## config.mk

```make
export PLATFORM = sky130hd
export DESIGN_NAME = ppg_led_amplitude_agc
export DESIGN_NICKNAME = d
export VERILOG_FILES = /design/src/hdl/ppgagc_pkg.sv /design/src/hdl/ppgagc_cfg.sv /design/src/hdl/ppgagc_calc.sv /design/src/hdl/ppg_led_amplitude_agc.sv
export SDC_FILE = /design/constraint.sdc
export NUM_CORES = 1
export LEC_CHECK = 0
export ABC_AREA = 1
export ABC_CLOCK_PERIOD_IN_PS = 5900
export BUFFER_PORTS_ARGS = -buffer_cell sky130_fd_sc_hd__buf_4
export CAP_MARGIN = 20
export CORE_UTILIZATION = 55
export DETAILED_ROUTE_END_ITERATION = 16
export PLACE_DENSITY = 0.82
export SYNTH_ARGS = -nofsm -noshare
export SYNTH_HDL_FRONTEND = slang
export SYNTH_SLANG_ARGS = --single-unit
```

## constraint.sdc

```tcl
create_clock -name clk -period 5.9 [get_ports clk]
set_input_delay 0.885 -clock clk [delete_from_list [all_inputs] [get_ports clk]]
set_output_delay 0.885 -clock clk [all_outputs]
set_load 0.1 [all_outputs]
```

## src/hdl/ppgagc_pkg.sv

```systemverilog
// Shared types and constants for the LED amplitude gain loop.
package ppgagc_pkg;

	localparam int SAMPLE_W   = 18;
	localparam int THR_W      = 18;
	localparam int DRIVE_W    = 8;
	localparam int ITER_W     = 6;
	localparam int STAB_W     = 4;
	localparam int PHASE_W    = 2;
	localparam int CFG_IDX_W  = 3;
	localparam int CFG_DATA_W = 18;
	// compare width: wide enough for both operands plus a borrow bit
	localparam int CMP_W      = ((SAMPLE_W > THR_W) ? SAMPLE_W : THR_W) + 1;

	localparam logic OP_START = 1'b0;
	localparam logic OP_TICK  = 1'b1;

	localparam logic [PHASE_W-1:0] PH_IDLE = 2'd0;
	localparam logic [PHASE_W-1:0] PH_WAIT = 2'd1;
	localparam logic [PHASE_W-1:0] PH_CAL  = 2'd2;
	localparam logic [PHASE_W-1:0] PH_DONE = 2'd3;

	localparam logic [CFG_IDX_W-1:0] REG_FINGER_LEVEL     = 3'd0;
	localparam logic [CFG_IDX_W-1:0] REG_WINDOW_LOW       = 3'd1;
	localparam logic [CFG_IDX_W-1:0] REG_WINDOW_HIGH      = 3'd2;
	localparam logic [CFG_IDX_W-1:0] REG_SATURATION_LEVEL = 3'd3;
	localparam logic [CFG_IDX_W-1:0] REG_START_DRIVE      = 3'd4;
	localparam logic [CFG_IDX_W-1:0] REG_ITERATION_LIMIT  = 3'd5;
	localparam logic [CFG_IDX_W-1:0] REG_STABLE_NEEDED    = 3'd6;

	localparam logic [THR_W-1:0]   RST_FINGER_LEVEL     = 18'd30000;
	localparam logic [THR_W-1:0]   RST_WINDOW_LOW       = 18'd104857;
	localparam logic [THR_W-1:0]   RST_WINDOW_HIGH      = 18'd157285;
	localparam logic [THR_W-1:0]   RST_SATURATION_LEVEL = 18'd235928;
	localparam logic [DRIVE_W-1:0] RST_START_DRIVE      = 8'd110;
	localparam logic [ITER_W-1:0]  RST_ITERATION_LIMIT  = 6'd60;
	localparam logic [STAB_W-1:0]  RST_STABLE_NEEDED    = 4'd3;

	localparam logic [CMP_W-1:0] STEP_GAP = CMP_W'(30000);

	typedef struct packed {
		logic [THR_W-1:0]   finger_level;
		logic [THR_W-1:0]   window_low;
		logic [THR_W-1:0]   window_high;
		logic [THR_W-1:0]   saturation_level;
		logic [DRIVE_W-1:0] start_drive;
		logic [ITER_W-1:0]  iteration_limit;
		logic [STAB_W-1:0]  stable_needed;
	} cfg_t;

	typedef struct packed {
		logic [PHASE_W-1:0] phase;
		logic [DRIVE_W-1:0] red_level;
		logic [DRIVE_W-1:0] ir_level;
		logic [ITER_W-1:0]  tick_count;
		logic [STAB_W-1:0]  stable_run;
		logic               ended_stable;
	} loop_state_t;

	typedef struct packed {
		logic [DRIVE_W-1:0] red_drive;
		logic [DRIVE_W-1:0] ir_drive;
		logic               drive_updated;
		logic [PHASE_W-1:0] loop_phase;
		logic               flush_request;
		logic               converged;
	} result_t;

endpackage

```

## src/hdl/ppgagc_cfg.sv

```systemverilog
// Configuration register file for the gain loop.
module ppgagc_cfg
	import ppgagc_pkg::*;
(
	input  logic                  clk,
	input  logic                  arst_n,
	input  logic                  cfg_valid,
	output logic                  cfg_ready,
	input  logic [CFG_IDX_W-1:0]  cfg_index,
	input  logic [CFG_DATA_W-1:0] cfg_data,
	output cfg_t                  cfg
);

	cfg_t cfg_q;

	assign cfg_ready = 1'b1;
	assign cfg       = cfg_q;

	always_ff @(posedge clk or negedge arst_n) begin
		if (!arst_n) begin
			cfg_q.finger_level     <= RST_FINGER_LEVEL;
			cfg_q.window_low       <= RST_WINDOW_LOW;
			cfg_q.window_high      <= RST_WINDOW_HIGH;
			cfg_q.saturation_level <= RST_SATURATION_LEVEL;
			cfg_q.start_drive      <= RST_START_DRIVE;
			cfg_q.iteration_limit  <= RST_ITERATION_LIMIT;
			cfg_q.stable_needed    <= RST_STABLE_NEEDED;
		end else if (cfg_valid && cfg_ready) begin
			case (cfg_index)
				REG_FINGER_LEVEL:     cfg_q.finger_level     <= cfg_data[THR_W-1:0];
				REG_WINDOW_LOW:       cfg_q.window_low       <= cfg_data[THR_W-1:0];
				REG_WINDOW_HIGH:      cfg_q.window_high      <= cfg_data[THR_W-1:0];
				REG_SATURATION_LEVEL: cfg_q.saturation_level <= cfg_data[THR_W-1:0];
				REG_START_DRIVE:      cfg_q.start_drive      <= cfg_data[DRIVE_W-1:0];
				REG_ITERATION_LIMIT:  cfg_q.iteration_limit  <= cfg_data[ITER_W-1:0];
				REG_STABLE_NEEDED:    cfg_q.stable_needed    <= cfg_data[STAB_W-1:0];
				default: ;
			endcase
		end
	end

endmodule

```

## src/hdl/ppgagc_calc.sv

```systemverilog
// Next-state and result logic for one transaction of the gain loop.
module ppgagc_calc
	import ppgagc_pkg::*;
(
	input  cfg_t                cfg,
	input  loop_state_t         cur,
	input  logic                op,
	input  logic                sample_valid,
	input  logic [SAMPLE_W-1:0] red_sample,
	input  logic [SAMPLE_W-1:0] ir_sample,
	output loop_state_t         nxt,
	output result_t             res
);

	// {changed, new level}
	function automatic logic [DRIVE_W:0] adjust_level(
		input logic [DRIVE_W-1:0] lvl,
		input logic [CMP_W-1:0]   s,
		input logic [CMP_W-1:0]   sat,
		input logic [CMP_W-1:0]   wh,
		input logic [CMP_W-1:0]   wl
	);
		logic [CMP_W-1:0]   diff;
		logic [DRIVE_W-1:0] step;
		logic [DRIVE_W:0]   sum;
		logic [DRIVE_W:0]   r;
		r    = {1'b0, lvl};
		diff = '0;
		step = '0;
		sum  = '0;
		if (s > sat && lvl > 8'd5) begin
			r = {1'b1, (lvl > 8'd15) ? lvl - 8'd10 : 8'd1};
		end else if (s > wh && lvl > 8'd1) begin
			diff = s - wh;
			step = (diff > STEP_GAP) ? 8'd3 : 8'd1;
			r    = {1'b1, (lvl > step) ? lvl - step : 8'd1};
		end else if (s < wl && lvl < 8'hFE) begin
			diff = wl - s;
			step = (diff > STEP_GAP) ? 8'd3 : 8'd1;
			sum  = {1'b0, lvl} + {1'b0, step};
			r    = {1'b1, (sum > 9'h0FF) ? 8'hFF : sum[DRIVE_W-1:0]};
		end
		return r;
	endfunction

	logic [CMP_W-1:0]   red_x, ir_x, fl_x, wl_x, wh_x, sat_x;
	logic [DRIVE_W:0]   red_adj, ir_adj;
	logic [STAB_W-1:0]  stable_inc;
	logic [ITER_W-1:0]  tick_inc;
	logic [DRIVE_W-1:0] load_drive;
	logic               red_ok, ir_ok, finger_seen, conv, changed, flush;

	assign red_x = CMP_W'(red_sample);
	assign ir_x  = CMP_W'(ir_sample);
	assign fl_x  = CMP_W'(cfg.finger_level);
	assign wl_x  = CMP_W'(cfg.window_low);
	assign wh_x  = CMP_W'(cfg.window_high);
	assign sat_x = CMP_W'(cfg.saturation_level);

	assign red_adj     = adjust_level(cur.red_level, red_x, sat_x, wh_x, wl_x);
	assign ir_adj      = adjust_level(cur.ir_level, ir_x, sat_x, wh_x, wl_x);
	assign red_ok      = (red_x >= wl_x) && (red_x <= wh_x);
	assign ir_ok       = (ir_x >= wl_x) && (ir_x <= wh_x);
	assign finger_seen = (red_x >= fl_x) || (ir_x >= fl_x);
	assign stable_inc  = (cur.stable_run != '1) ? cur.stable_run + 1'b1 : cur.stable_run;
	assign tick_inc    = (cur.tick_count != '1) ? cur.tick_count + 1'b1 : cur.tick_count;
	assign load_drive  = (cfg.start_drive == '0) ? 8'd1 : cfg.start_drive;

	always_comb begin
		nxt     = cur;
		changed = 1'b0;
		flush   = 1'b0;
		conv    = 1'b0;
		if (op == OP_START) begin
			nxt.red_level    = load_drive;
			nxt.ir_level     = load_drive;
			nxt.phase        = PH_WAIT;
			nxt.tick_count   = '0;
			nxt.stable_run   = '0;
			nxt.ended_stable = 1'b0;
			changed          = 1'b1;
			flush            = 1'b1;
		end else if (cur.phase == PH_WAIT) begin
			if (sample_valid && finger_seen) begin
				nxt.phase      = PH_CAL;
				nxt.tick_count = '0;
				nxt.stable_run = '0;
				flush          = 1'b1;
			end
		end else if (cur.phase == PH_CAL) begin
			nxt.tick_count = tick_inc;
			if (sample_valid) begin
				if (!finger_seen) begin
					nxt.stable_run = '0;
				end else begin
					if (red_ok && ir_ok) begin
						nxt.stable_run = stable_inc;
						conv = (stable_inc >= cfg.stable_needed);
					end else begin
						nxt.stable_run = '0;
					end
					if (!conv) begin
						nxt.red_level = red_adj[DRIVE_W-1:0];
						nxt.ir_level  = ir_adj[DRIVE_W-1:0];
						changed       = red_adj[DRIVE_W] | ir_adj[DRIVE_W];
					end
				end
			end
			if (conv) begin
				nxt.phase        = PH_DONE;
				nxt.ended_stable = 1'b1;
				flush            = 1'b1;
			end else if (tick_inc >= cfg.iteration_limit) begin
				nxt.phase        = PH_DONE;
				nxt.ended_stable = 1'b0;
				flush            = 1'b1;
			end
		end
	end

	assign res.red_drive     = nxt.red_level;
	assign res.ir_drive      = nxt.ir_level;
	assign res.drive_updated = changed;
	assign res.loop_phase    = nxt.phase;
	assign res.flush_request = flush;
	assign res.converged     = nxt.ended_stable;

endmodule

```

## src/hdl/ppg_led_amplitude_agc.sv

```systemverilog
// Top level of the two-LED drive gain loop: input stage, loop state and result register.
// An item is registered in the input stage, then in the result register, which offers its result.
// Throughput: one transaction per cycle unless the result side stalls; the loop state updates
//   as an item leaves the input stage, so the next item in the input stage already sees it.
// Reset (arst_n low, asynchronous): phase idle, drive levels and counters zero, config
//   registers at their defaults, both stages empty. Config writes are never stalled.
module ppg_led_amplitude_agc
	import ppgagc_pkg::*;
(
	input  logic                  clk,
	input  logic                  arst_n,
	// item channel
	input  logic                  item_valid,
	output logic                  item_stall,
	input  logic                  op,
	input  logic                  sample_valid,
	input  logic [SAMPLE_W-1:0]   red_sample,
	input  logic [SAMPLE_W-1:0]   ir_sample,
	// result channel
	output logic                  res_valid,
	input  logic                  res_stall,
	output logic [DRIVE_W-1:0]    red_drive,
	output logic [DRIVE_W-1:0]    ir_drive,
	output logic                  drive_updated,
	output logic [PHASE_W-1:0]    loop_phase,
	output logic                  flush_request,
	output logic                  converged,
	// configuration write channel
	input  logic                  cfg_valid,
	output logic                  cfg_ready,
	input  logic [CFG_IDX_W-1:0]  cfg_index,
	input  logic [CFG_DATA_W-1:0] cfg_data
);

	cfg_t                cfg;
	loop_state_t         state_q, state_nxt;
	result_t             res_q, res_nxt;

	// input stage
	logic                s1_valid_q;
	logic                op_s1, sample_valid_s1;
	logic [SAMPLE_W-1:0] red_s1, ir_s1;

	logic                res_valid_q;
	logic                res_free;   // result register can take a new transaction
	logic                s1_fire;    // input stage hands its item to the result register
	logic                in_fire;

	ppgagc_cfg u_cfg (
		.clk       (clk),
		.arst_n    (arst_n),
		.cfg_valid (cfg_valid),
		.cfg_ready (cfg_ready),
		.cfg_index (cfg_index),
		.cfg_data  (cfg_data),
		.cfg       (cfg)
	);

	ppgagc_calc u_calc (
		.cfg          (cfg),
		.cur          (state_q),
		.op           (op_s1),
		.sample_valid (sample_valid_s1),
		.red_sample   (red_s1),
		.ir_sample    (ir_s1),
		.nxt          (state_nxt),
		.res          (res_nxt)
	);

	// Result register frees up when empty or when its transaction is taken this cycle.
	assign res_free   = !res_valid_q || !res_stall;
	assign s1_fire    = s1_valid_q && res_free;
	// Input stage is blocked only when it is full and cannot move on.
	assign item_stall = s1_valid_q && !res_free;
	assign in_fire    = item_valid && !item_stall;

	always_ff @(posedge clk or negedge arst_n) begin
		if (!arst_n) begin
			s1_valid_q <= 1'b0;
		end else if (in_fire) begin
			s1_valid_q <= 1'b1;
		end else if (s1_fire) begin
			s1_valid_q <= 1'b0;
		end
	end

	always_ff @(posedge clk) begin
		if (in_fire) begin
			op_s1           <= op;
			sample_valid_s1 <= sample_valid;
			red_s1          <= red_sample;
			ir_s1           <= ir_sample;
		end
	end

	// Loop state advances exactly once per transaction, as it enters the result register.
	always_ff @(posedge clk or negedge arst_n) begin
		if (!arst_n) begin
			state_q.phase        <= PH_IDLE;
			state_q.red_level    <= '0;
			state_q.ir_level     <= '0;
			state_q.tick_count   <= '0;
			state_q.stable_run   <= '0;
			state_q.ended_stable <= 1'b0;
		end else if (s1_fire) begin
			state_q <= state_nxt;
		end
	end

	always_ff @(posedge clk or negedge arst_n) begin
		if (!arst_n) begin
			res_valid_q <= 1'b0;
		end else if (res_free) begin
			res_valid_q <= s1_fire;
		end
	end

	always_ff @(posedge clk) begin
		if (s1_fire) begin
			res_q <= res_nxt;
		end
	end

	assign res_valid     = res_valid_q;
	assign red_drive     = res_q.red_drive;
	assign ir_drive      = res_q.ir_drive;
	assign drive_updated = res_q.drive_updated;
	assign loop_phase    = res_q.loop_phase;
	assign flush_request = res_q.flush_request;
	assign converged     = res_q.converged;

	// Once a start has been seen, drive levels never fall to zero.
	a_levels_nonzero: assert property (@(posedge clk) disable iff (!arst_n)
		(state_q.phase != PH_IDLE) |-> (state_q.red_level != '0 && state_q.ir_level != '0))
		else $error("drive level zero outside idle");

	// Stability flag only exists in the finished phase.
	a_conv_done: assert property (@(posedge clk) disable iff (!arst_n)
		state_q.ended_stable |-> (state_q.phase == PH_DONE))
		else $error("ended_stable set outside finished phase");

	// Drive change while waiting can only come from a start, which always flushes.
	a_wait_update_flush: assert property (@(posedge clk) disable iff (!arst_n)
		(res_valid_q && res_q.drive_updated && res_q.loop_phase == PH_WAIT)
			|-> res_q.flush_request)
		else $error("drive update in wait phase without flush");

	// Loop state holds while no transaction moves through.
	a_state_hold: assert property (@(posedge clk) disable iff (!arst_n)
		!s1_fire |=> $stable(state_q))
		else $error("loop state changed without a transaction");

	// Input back-pressure only when both stages are occupied.
	a_stall_full: assert property (@(posedge clk) disable iff (!arst_n)
		item_stall |-> (s1_valid_q && res_valid_q))
		else $error("input stalled with a free stage");

endmodule

```

==> out/qor.csv, run 1 <==
stage;metric;value;unit
global_routing;vias in the first global route;14900;
place;pre-CTS setup slack;1200;ps
power_and_ir_drop;maximum VDD drop;0.233;mV
worst_setup_path;Worst EP arrival;5200;ps
floorplanning;DIE AREA;29700;sq um
power_and_ir_drop;Int Pwr;3340;uW
logic_synthesis;post-synth top area share;0.168;
worst_setup_path;cell family with most CP delay;simple AND/OR/NAND/NOR gates;
sta;Fmax;0.208;GHz
floorplanning;# IOs;88;
worst_setup_path;Max stage delay on crit path;670;ps
place;port bufs;86;
layout;fill count;2529;
place;placed instance area;16900;sq um
sta;count of final setup violators;0;
clock_tree;# clock sinks;180;
floorplanning;die span in y;172;um
clock_tree;H-tree depth;4;
global_routing;met1 GRT Util;0.466;
logic_synthesis;Synth Warn #;0;
sta;Final Max Slew Viols;0;
power_and_ir_drop;Sequential Power Share;0.283;
routing;Iter 0 DRT Violations;1503;
global_routing;met3 usage;0.0739;
routing;Vias;15700;
sta;Slew headroom;0.350;
routing;Vias/cell;5.64;
logic_synthesis;Cells after Synth;2313;
logic_synthesis;Distinct cells, synth;58;
layout;area delta synth->final;10.4;%
run;number of max-cap violations;0;
sta;Tcrit/Tclk final;0.815;
power_and_ir_drop;sw frac;0.481;
layout;layout cell share with drive strength beyond 1;0.115;
logic_synthesis;Syn Area/Cell;6.89;sq um
layout;Design Area, Final;17600;sq um
worst_hold_path;Hold Path Class;in -> async;
global_routing;pin count of the biggest net entering global routing;73;
routing;Post-Route WL;48.7;mm
floorplanning;Die Width;172;um
logic_synthesis;FFs w/ async S/R, synth;0.672;
power_and_ir_drop;power share of the clock group;0.192;
clock_tree;Post-CTS Resized;0;
floorplanning;area of the core;28200;sq um
routing;routed len/inst;17.5;um
global_routing;M2 GR Usage;0.537;
clock_tree;CTS Buffer Depth;2;
clock_tree;Worst-path clk slew;80;ps
logic_synthesis;Synth area leader;nand2_1;
clock_tree;Post-CTS Setup Inserts;0;
routing;drt first pass iters;6;
worst_setup_path;Setup crit end kind;flop;
worst_setup_path;CP Max Fanout;6;
worst_setup_path;Worst setup SP type;flop;
global_routing;first-pass GRT wire length;77.6;mm
layout;nets;2623;
power_and_ir_drop;Sw Pwr;3100;uW
worst_setup_path;crit path buf inv count;2;
clock_tree;cts bufs inserted;17;
logic_synthesis;ys flop type;dfrtp_1;
logic_synthesis;flops & latches, synth;180;
logic_synthesis;Synth area leaders;nand2_1 (17%), ha_1 (13%), dfrtp_1 (12%), edfxtp_1 (11%), inv_1 (7.8%);
layout;area of the multi-input gates;9600;sq um
global_routing;grt peak-use layer;met2;
routing;DRC errors left;0;
worst_setup_path;Critical Path RT;6300;ps
routing;Routed Antenna Nets;0;
floorplanning;Cell Rows;61;
clock_tree;cts-stage hold buffer count;0;
status;status;finished clean;
floorplanning;Starting Density;0.566;
power_and_ir_drop;PD cells;366;nW/um^2
sta;worst hold slack;486;ps
worst_setup_path;CP max-delay cell;edfxtp_1;
logic_synthesis;Post-synth EDFFs;59;
worst_setup_path;R2R setup slack;1090;ps
sta;Final Skew;17.6;ps
sta;Fin. Hold Viols;0;
clock_tree;worst skew pair latency;450;ps
sta;min setup slack post-route;1090;ps
global_routing;GRT overflow;0;
place;GP Congestion;1.01;
sta;RSZ-0062 raised after global routing;no;
logic_synthesis;most common cell in the netlist;nand2_1;
sta;final setup TNS;0;ps
worst_setup_path;most used cell along the critical path;nand2_1;
clock_tree;root buffer cell;clkbuf_16;
layout;antenna diode count;0;
global_routing;initial antenna violation count;1;
logic_synthesis;synthesized area;15900;sq um
power_and_ir_drop;Pleak;0.00916;uW
place;DP HPWL;38.8;mm
logic_synthesis;syn nets;2547;
layout;storage element area;4860;sq um
clock_tree;CTS tree;built;
logic_synthesis;commonest cells in the netlist;nand2_1 (713), inv_1 (331), nor2_1 (202);
logic_synthesis;register area share after synthesis;0.305;
worst_setup_path;critical path class;reg -> reg;
power_and_ir_drop;combinational share of power;0.525;
sta;worst slew pin tran;973;ps
sta;Tmin final;4810;ps
global_routing;GR Util All Layers;0.345;
sequential cells by signal (all words and copies together), names as in the netlist:
name and cells:
loop_phase 2, op_s1 1, ir_drive 8, res_valid 1, state_q 29, flush_request 1
u_cfg.cfg 90, sample_valid_s1 1, converged 1, red_drive 8, s1_valid_q 1, red_s1 18
ir_s1 18, drive_updated 1
metal layers:
layer	vias to the layer above	wire [um]
met3	124	4840
met2	719	21400
met4	0	1640
met1	7206	20800
li1	7620	-
met5	-	0
cell families (layout without fill, tap and decap cells):
| family | after synthesis | count (layout) | share of synthesized area |
|---|---|---|---|
| AND/OR/NAND/NOR | 1201 | 1201 | 0.325 |
| XOR/XNOR | 54 | 54 | 0.0297 |
| other | 1 | 1 | 0.000235 |
| adder cells (fa/ha/maj) | 170 | 170 | 0.135 |
| AO/OA/AOI/OAI | 322 | 322 | 0.111 |
| flip-flops | 180 | 180 | 0.305 |
| buffers and inverters | 384 | 473 | 0.0933 |
| multiplexers | 1 | 1 | 0.000706 |
through the flow:
stage          cells  utilization  power [uW]
2_1_floorplan   2313            -        4290
6_report        2780        0.625        6440
3_3_place_gp    2746        0.601        5070
3_5_place_dp    2747        0.602        5130
4_1_cts         2779        0.624        6370
5_1_grt         2780        0.625        6920
cells in the final DEF (no fill, tap or decap), types with 28 or more instances in the layout:
cell type	n
nand2_1	713
buf_4	91
nand2_2	28
xor2_1	34
edfxtp_1	59
nand4_1	40
a21oi_1	108
ha_1	166
nand3_1	115
o21ai_0	153
inv_1	331
dfstp_2	45
dfrtp_1	76
nor2_1	202
worst paths after layout:
| path | start | end | cells past startpoint |
|---|---|---|---|
| min reg2reg | u_cfg.cfg[48] | u_cfg.cfg[48] | 2 |
| min in group clk | u_cfg.cfg[48] | u_cfg.cfg[48] | 2 |
| max | red_s1[9] | state_q[21] | 31 |
| min | arst_n | u_cfg.cfg[44] | 1 |
| max reg2reg | red_s1[9] | state_q[21] | 31 |
| max in group asynchronous | arst_n | state_q[25] | 2 |
cell type report:
class | instances | share of cell area
multi-input cells | 1749 | 0.545
flip-flops and latches | 180 | 0.276
inverters | 348 | 0.0742
repair buffers | 93 | 0.0420
clock buffers | 21 | 0.0286
well taps | 378 | 0.0269
clock inverters | 11 | 0.00690
power by group through the flow:
stage          Sequential [uW]  Clock (uW)  Combinational, uW
3_5_place_dp              1830           0               3300
5_1_grt                   1840        1280               3790
3_3_place_gp              1830           0               3240
2_1_floorplan             1880           0               2420
6_report                  1820        1240               3380
4_1_cts                   1810        1240               3320
(Power assumes the default switching activity.)
==> inputs of run 2 (changes only) <==
- ABC_CLOCK_PERIOD_IN_PS: 5900 -> 4400
- PLACE_DENSITY: 0.82 -> 0.85
- clock period: 5.9 -> 4.4 ns (I/O delays scaled with it)
==> run 2 against run 1 <==
Clock-buffer cell count decreased by 3. Register-to-register slack worse by 1100 ps. Via count up 4.3%. Total power increased by 43%. Setup slack worse by 1100 ps. Cell area up 7.4%. Critical path depth is 2 higher. Sequential cell count unchanged. Global-route usage fell by 0.14 points. Fmax rose by 10%. Non-clock buffer count up 68. Critical path type unchanged. Largest cell class unchanged.
==> out/qor.csv, run 2 (same netlist as run 1, synthesis figures left out) <==
stage;metric;value;unit
routing;Routed Antenna Nets;0;
floorplanning;Starting Density;0.566;
layout;layout cell share with drive strength beyond 1;0.205;
sta;Final Max Slew Viols;0;
worst_setup_path;Setup crit end kind;flop;
sta;Final Skew;10.4;ps
layout;area delta synth->final;18.6;%
layout;antenna diode count;0;
global_routing;GRT overflow;0;
worst_setup_path;critical path class;reg -> reg;
global_routing;first-pass GRT wire length;78.0;mm
place;placed insts;2768;
sta;Slew headroom;0.338;
place;port bufs;86;
routing;Post-Route WL;51.3;mm
power_and_ir_drop;Tot Pwr;9180;uW
floorplanning;Cell Rows;61;
layout;nets;2691;
run;number of max-cap violations;0;
sta;min setup slack post-route;37.9;ps
sta;Fin. Hold Viols;0;
power_and_ir_drop;PD cells;486;nW/um^2
sta;Fmax;0.229;GHz
worst_setup_path;most used cell along the critical path;nand2_1;
floorplanning;Die Width;172;um
routing;drt first pass iters;8;
worst_setup_path;R2R depth;33;
power_and_ir_drop;maximum VDD drop;0.281;mV
floorplanning;die span in y;172;um
worst_setup_path;cell family with most CP delay;simple AND/OR/NAND/NOR gates;
sta;RSZ-0062 raised after global routing;yes;
sta;Tmin final;4360;ps
layout;fill count;2317;
floorplanning;area of the core;28200;sq um
worst_setup_path;R2R Path Start;ir_s1[2];
global_routing;GR Util All Layers;0.344;
worst_setup_path;CP max-delay cell;edfxtp_1;
worst_hold_path;Hold Path Class;in -> async;
layout;final core occ;0.671;
sta;final setup TNS;0;ps
layout;Largest register FFs;90;
status;status;finished clean;
sta;worst slew pin tran;992;ps
clock_tree;# clock sinks;180;
layout;storage element area;4860;sq um
worst_setup_path;CP Max Fanout;7;
place;GP Congestion;1.03;
clock_tree;worst skew pair latency;450;ps
routing;routed len/inst;18.0;um
clock_tree;root buffer cell;clkbuf_16;
floorplanning;DIE AREA;29700;sq um
worst_setup_path;Worst setup SP type;flop;
layout;commonest non-fill, non-tap cell in the layout;nand2_1;
worst_setup_path;crit path buf inv count;3;
clock_tree;CTS tree;built;
global_routing;vias in the first global route;15000;
layout;most frequent cells in the layout;nand2_1 (673), inv_1 (309), nor2_1 (187);
worst_setup_path;R2R setup slack;40;ps
global_routing;pin count of the biggest net entering global routing;122;
worst_setup_path;Critical Path RT;4780;ps
power_and_ir_drop;Pleak;0.00952;uW
global_routing;initial antenna violation count;0;
place;DP HPWL;38.9;mm
floorplanning;# IOs;88;
clock_tree;cts-stage hold buffer count;0;
clock_tree;CTS Buffer Depth;2;
sta;count of final setup violators;0;
sta;Tcrit/Tclk final;0.991;
routing;Vias/cell;5.74;
worst_setup_path;Worst EP arrival;4740;ps
worst_setup_path;Crit. Startpoint;ir_s1[2];
routing;DRC errors left;0;
clock_tree;Worst-path clk slew;80;ps
clock_tree;cts bufs inserted;17;
worst_setup_path;Max stage delay on crit path;520;ps
place;pre-CTS setup slack;-78.7;ps
routing;Iter 0 DRT Violations;1953;
worst_setup_path;RR Endpoint;state_q[14];
routing;Vias;16300;
layout;area of the multi-input gates;10400;sq um
layout;post-route insts no fill;2848;
clock_tree;H-tree depth;4;
[run 2: worst max path at each step]
| stage | endpoint | depth (start not counted) |
|---|---|---|
| after floorplan | ir_drive[1] | 26 |
| after CTS | state_q[20] | 29 |
| after global placement | state_q[19] | 31 |
| final | state_q[14] | 33 |
| after detailed placement | ir_drive[6] | 26 |
| after global routing | state_q[14] | 33 |
[run 2: stage by stage]
stage / area [sq um] / hold WS (ps)
3_3_place_gp: 17100 / 462
5_1_grt: 18900 / 354
2_1_floorplan: 15900 / 364
4_1_cts: 17700 / 325
3_5_place_dp: 17100 / 473
6_report: 18900 / 288
[run 2: layout make-up]
cell class,count,area share
clock buffers,18,0.0227
inverters,348,0.0693
well taps,378,0.0250
repair buffers,161,0.0682
clock inverters,14,0.00887
flip-flops and latches,180,0.257
multi-input cells,1749,0.549
[run 2: where the power goes]
part / internal, uW / leakage [uW] / switching [uW]
clock network: 812 / 0.000286 / 762
logic: 1830 / 0.00722 / 3330
registers: 2090 / 0.00202 / 357
[run 2: repair_timing]
action,in CTS,in global routing
endpoints found under the setup margin,24,32
setup buffers,2,43
pin swaps,0,62
resized for setup,5,199
[run 2: per-layer routing]
metal / wire length [um] / vias up / GRT usage
met2: 23600 / 777 / 0.560
met1: 20900 / 7648 / 0.444
met5: 0 / - / 0
met4: 2220 / 0 / 0.139
li1: - / 7740 / -
met3: 4510 / 172 / 0.0716
[run 2: worst register-to-register path: cells and delay by family, from the launching register on]
kind,cells,cell delay [ps]
xor+xnor,1,270
simple gates,25,2410
compound gates,1,50
buf+inv,3,270
fa+ha+maj,3,780
flops,1,520
==> inputs of run 3 (changes only) <==
- CTS_CLUSTER_SIZE: default -> 40
- HOLD_SLACK_MARGIN: default -> 0.12
- PLACE_DENSITY: 0.85 -> 0.74
==> run 3 against run 2 <==
Cell area is 0.48% lower. Clock power barely moved. Highest routed layer unchanged. Hold slack lost 12 ps. Sequential cell count stayed put. Sequential share of layout area rose by 0.12 points.
==> out/qor.csv, run 3 (same netlist as run 1, synthesis figures left out) <==
stage;metric;value;unit
worst_setup_path;critical path class;reg -> reg;
clock_tree;root buffer cell;clkbuf_16;
worst_setup_path;CP max-delay cell;edfxtp_1;
layout;antenna diode count;0;
worst_setup_path;Worst EP arrival;4590;ps
layout;nets;2695;
floorplanning;Cell Rows;61;
power_and_ir_drop;PD cells;482;nW/um^2
floorplanning;# IOs;88;
run;number of max-cap violations;0;
global_routing;grt peak-use layer;met2;
place;placed insts;2777;
sta;Fin. Hold Viols;0;
sta;Slew headroom;0.324;
routing;DRC errors left;0;
status;status;finished clean;
routing;Vias/cell;5.60;
worst_setup_path;Critical Path RT;4800;ps
floorplanning;Starting Density;0.566;
worst_setup_path;R2R Path Start;red_s1[2];
global_routing;GR Util All Layers;0.346;
clock_tree;H-tree depth;4;
global_routing;GRT overflow;0;
worst_setup_path;most used cell along the critical path;nand2_1;
routing;Routed Antenna Nets;0;
floorplanning;die span in y;172;um
sta;RSZ-0062 raised after global routing;yes;
place;GP Congestion;1.02;
worst_setup_path;CP Max Fanout;4;
worst_setup_path;R2R depth;33;
routing;Post-Route WL;51.3;mm
power_and_ir_drop;Pleak;0.00953;uW
worst_hold_path;Hold Path Class;in -> async;
place;port bufs;86;
layout;commonest non-fill, non-tap cell in the layout;nand2_1;
power_and_ir_drop;Tot Pwr;9060;uW
clock_tree;CTS Buffer Depth;2;
layout;layout cell share with drive strength beyond 1;0.192;
worst_setup_path;Setup crit end kind;flop;
place;DP HPWL;39.7;mm
clock_tree;worst skew pair latency;460;ps
worst_setup_path;Max stage delay on crit path;570;ps
sta;final setup TNS;0;ps
place;pre-CTS setup slack;-118;ps
floorplanning;Die Width;172;um
sta;count of final setup violators;0;
sta;Tcrit/Tclk final;0.954;
sta;min setup slack post-route;203;ps
global_routing;initial antenna violation count;1;
clock_tree;cts bufs inserted;17;
sta;Fmax;0.238;GHz
clock_tree;CTS tree;built;
sta;Final Skew;15.3;ps
layout;most frequent cells in the layout;nand2_1 (683), inv_1 (319), nor2_1 (189);
sta;worst hold slack;276;ps
layout;Largest register FFs;90;
sta;worst slew pin tran;1010;ps
floorplanning;DIE AREA;29700;sq um
routing;Vias;16000;
routing;Iter 0 DRT Violations;1330;
worst_setup_path;RR Endpoint;state_q[19];
routing;drt first pass iters;6;
global_routing;first-pass GRT wire length;77.3;mm
global_routing;M2 GR Usage;0.538;
sta;Tmin final;4200;ps
floorplanning;area of the core;28200;sq um
global_routing;met1 GRT Util;0.473;
global_routing;vias in the first global route;14600;
clock_tree;cts-stage hold buffer count;0;
global_routing;pin count of the biggest net entering global routing;62;
layout;fill count;2474;
global_routing;met3 usage;0.0778;
sta;Final Max Slew Viols;0;
layout;area delta synth->final;18.0;%
routing;routed len/inst;18.0;um
clock_tree;Worst-path clk slew;80;ps
layout;post-route insts no fill;2852;
power_and_ir_drop;maximum VDD drop;0.229;mV
worst_setup_path;Worst setup SP type;flop;
worst_setup_path;R2R setup slack;200;ps
clock_tree;# clock sinks;180;
run 3: what timing repair did:
item / 4_1_cts / 5_1_grt
buffers inserted: 2 / 40
pin swaps: 0 / 33
setup endpoints to repair: 14 / 32
resized for setup: 2 / 160
run 3: critical path, delay by kind of cell (launching register included):
kind | cells | cell delay [ps]
adder cells (fa/ha/maj) | 2 | 700
AO/OA/AOI/OAI | 3 | 540
flip-flops | 1 | 570
buffers and inverters | 3 | 270
AND/OR/NAND/NOR | 25 | 2080
run 3: final cells by class:
type,count,area [sq um],area share
multi-input cells,1749,10300,0.545
flip-flops and latches,180,4860,0.258
inverters,348,1310,0.0697
repair buffers,165,1300,0.0689
well taps,378,473,0.0251
clock buffers,17,425,0.0226
clock inverters,15,189,0.0100
run 3: worst max path at each step:
| stage | depth (start not counted) | start | slack, ps | to |
|---|---|---|---|---|
| after floorplan | 26 | ir_s1[2] | 640 | ir_drive[1] |
| after global placement | 26 | ir_s1[2] | -30 | ir_drive[1] |
| after detailed placement | 27 | ir_s1[2] | -120 | ir_drive[1] |
| after CTS | 33 | red_s1[1] | 30 | state_q[19] |
| after global routing | 34 | u_cfg.cfg[57] | -90 | state_q[13] |
| final | 33 | red_s1[2] | 200 | state_q[19] |
run 3: metal layers:
layer / wire (um) / share of wire
met1: 22300 / 0.43
met2: 23000 / 0.45
met3: 4620 / 0.090
met4: 1420 / 0.028
met5: 0 / 0
run 3: through the flow:
stage                     area (sq um)   util
after global routing             18800  0.668
final                            18800  0.668
after CTS                        17800  0.631
after detailed placement         17100  0.609
after floorplan                  15900      -
after global placement           17100  0.609
run 3: power by group:
group / switching, uW / internal, uW / leakage, uW
sequential: 353 / 2090 / 0.00202
combinational: 3250 / 1780 / 0.00722
clock: 775 / 818 / 0.000297
total: 4370 / 4690 / 0.00953
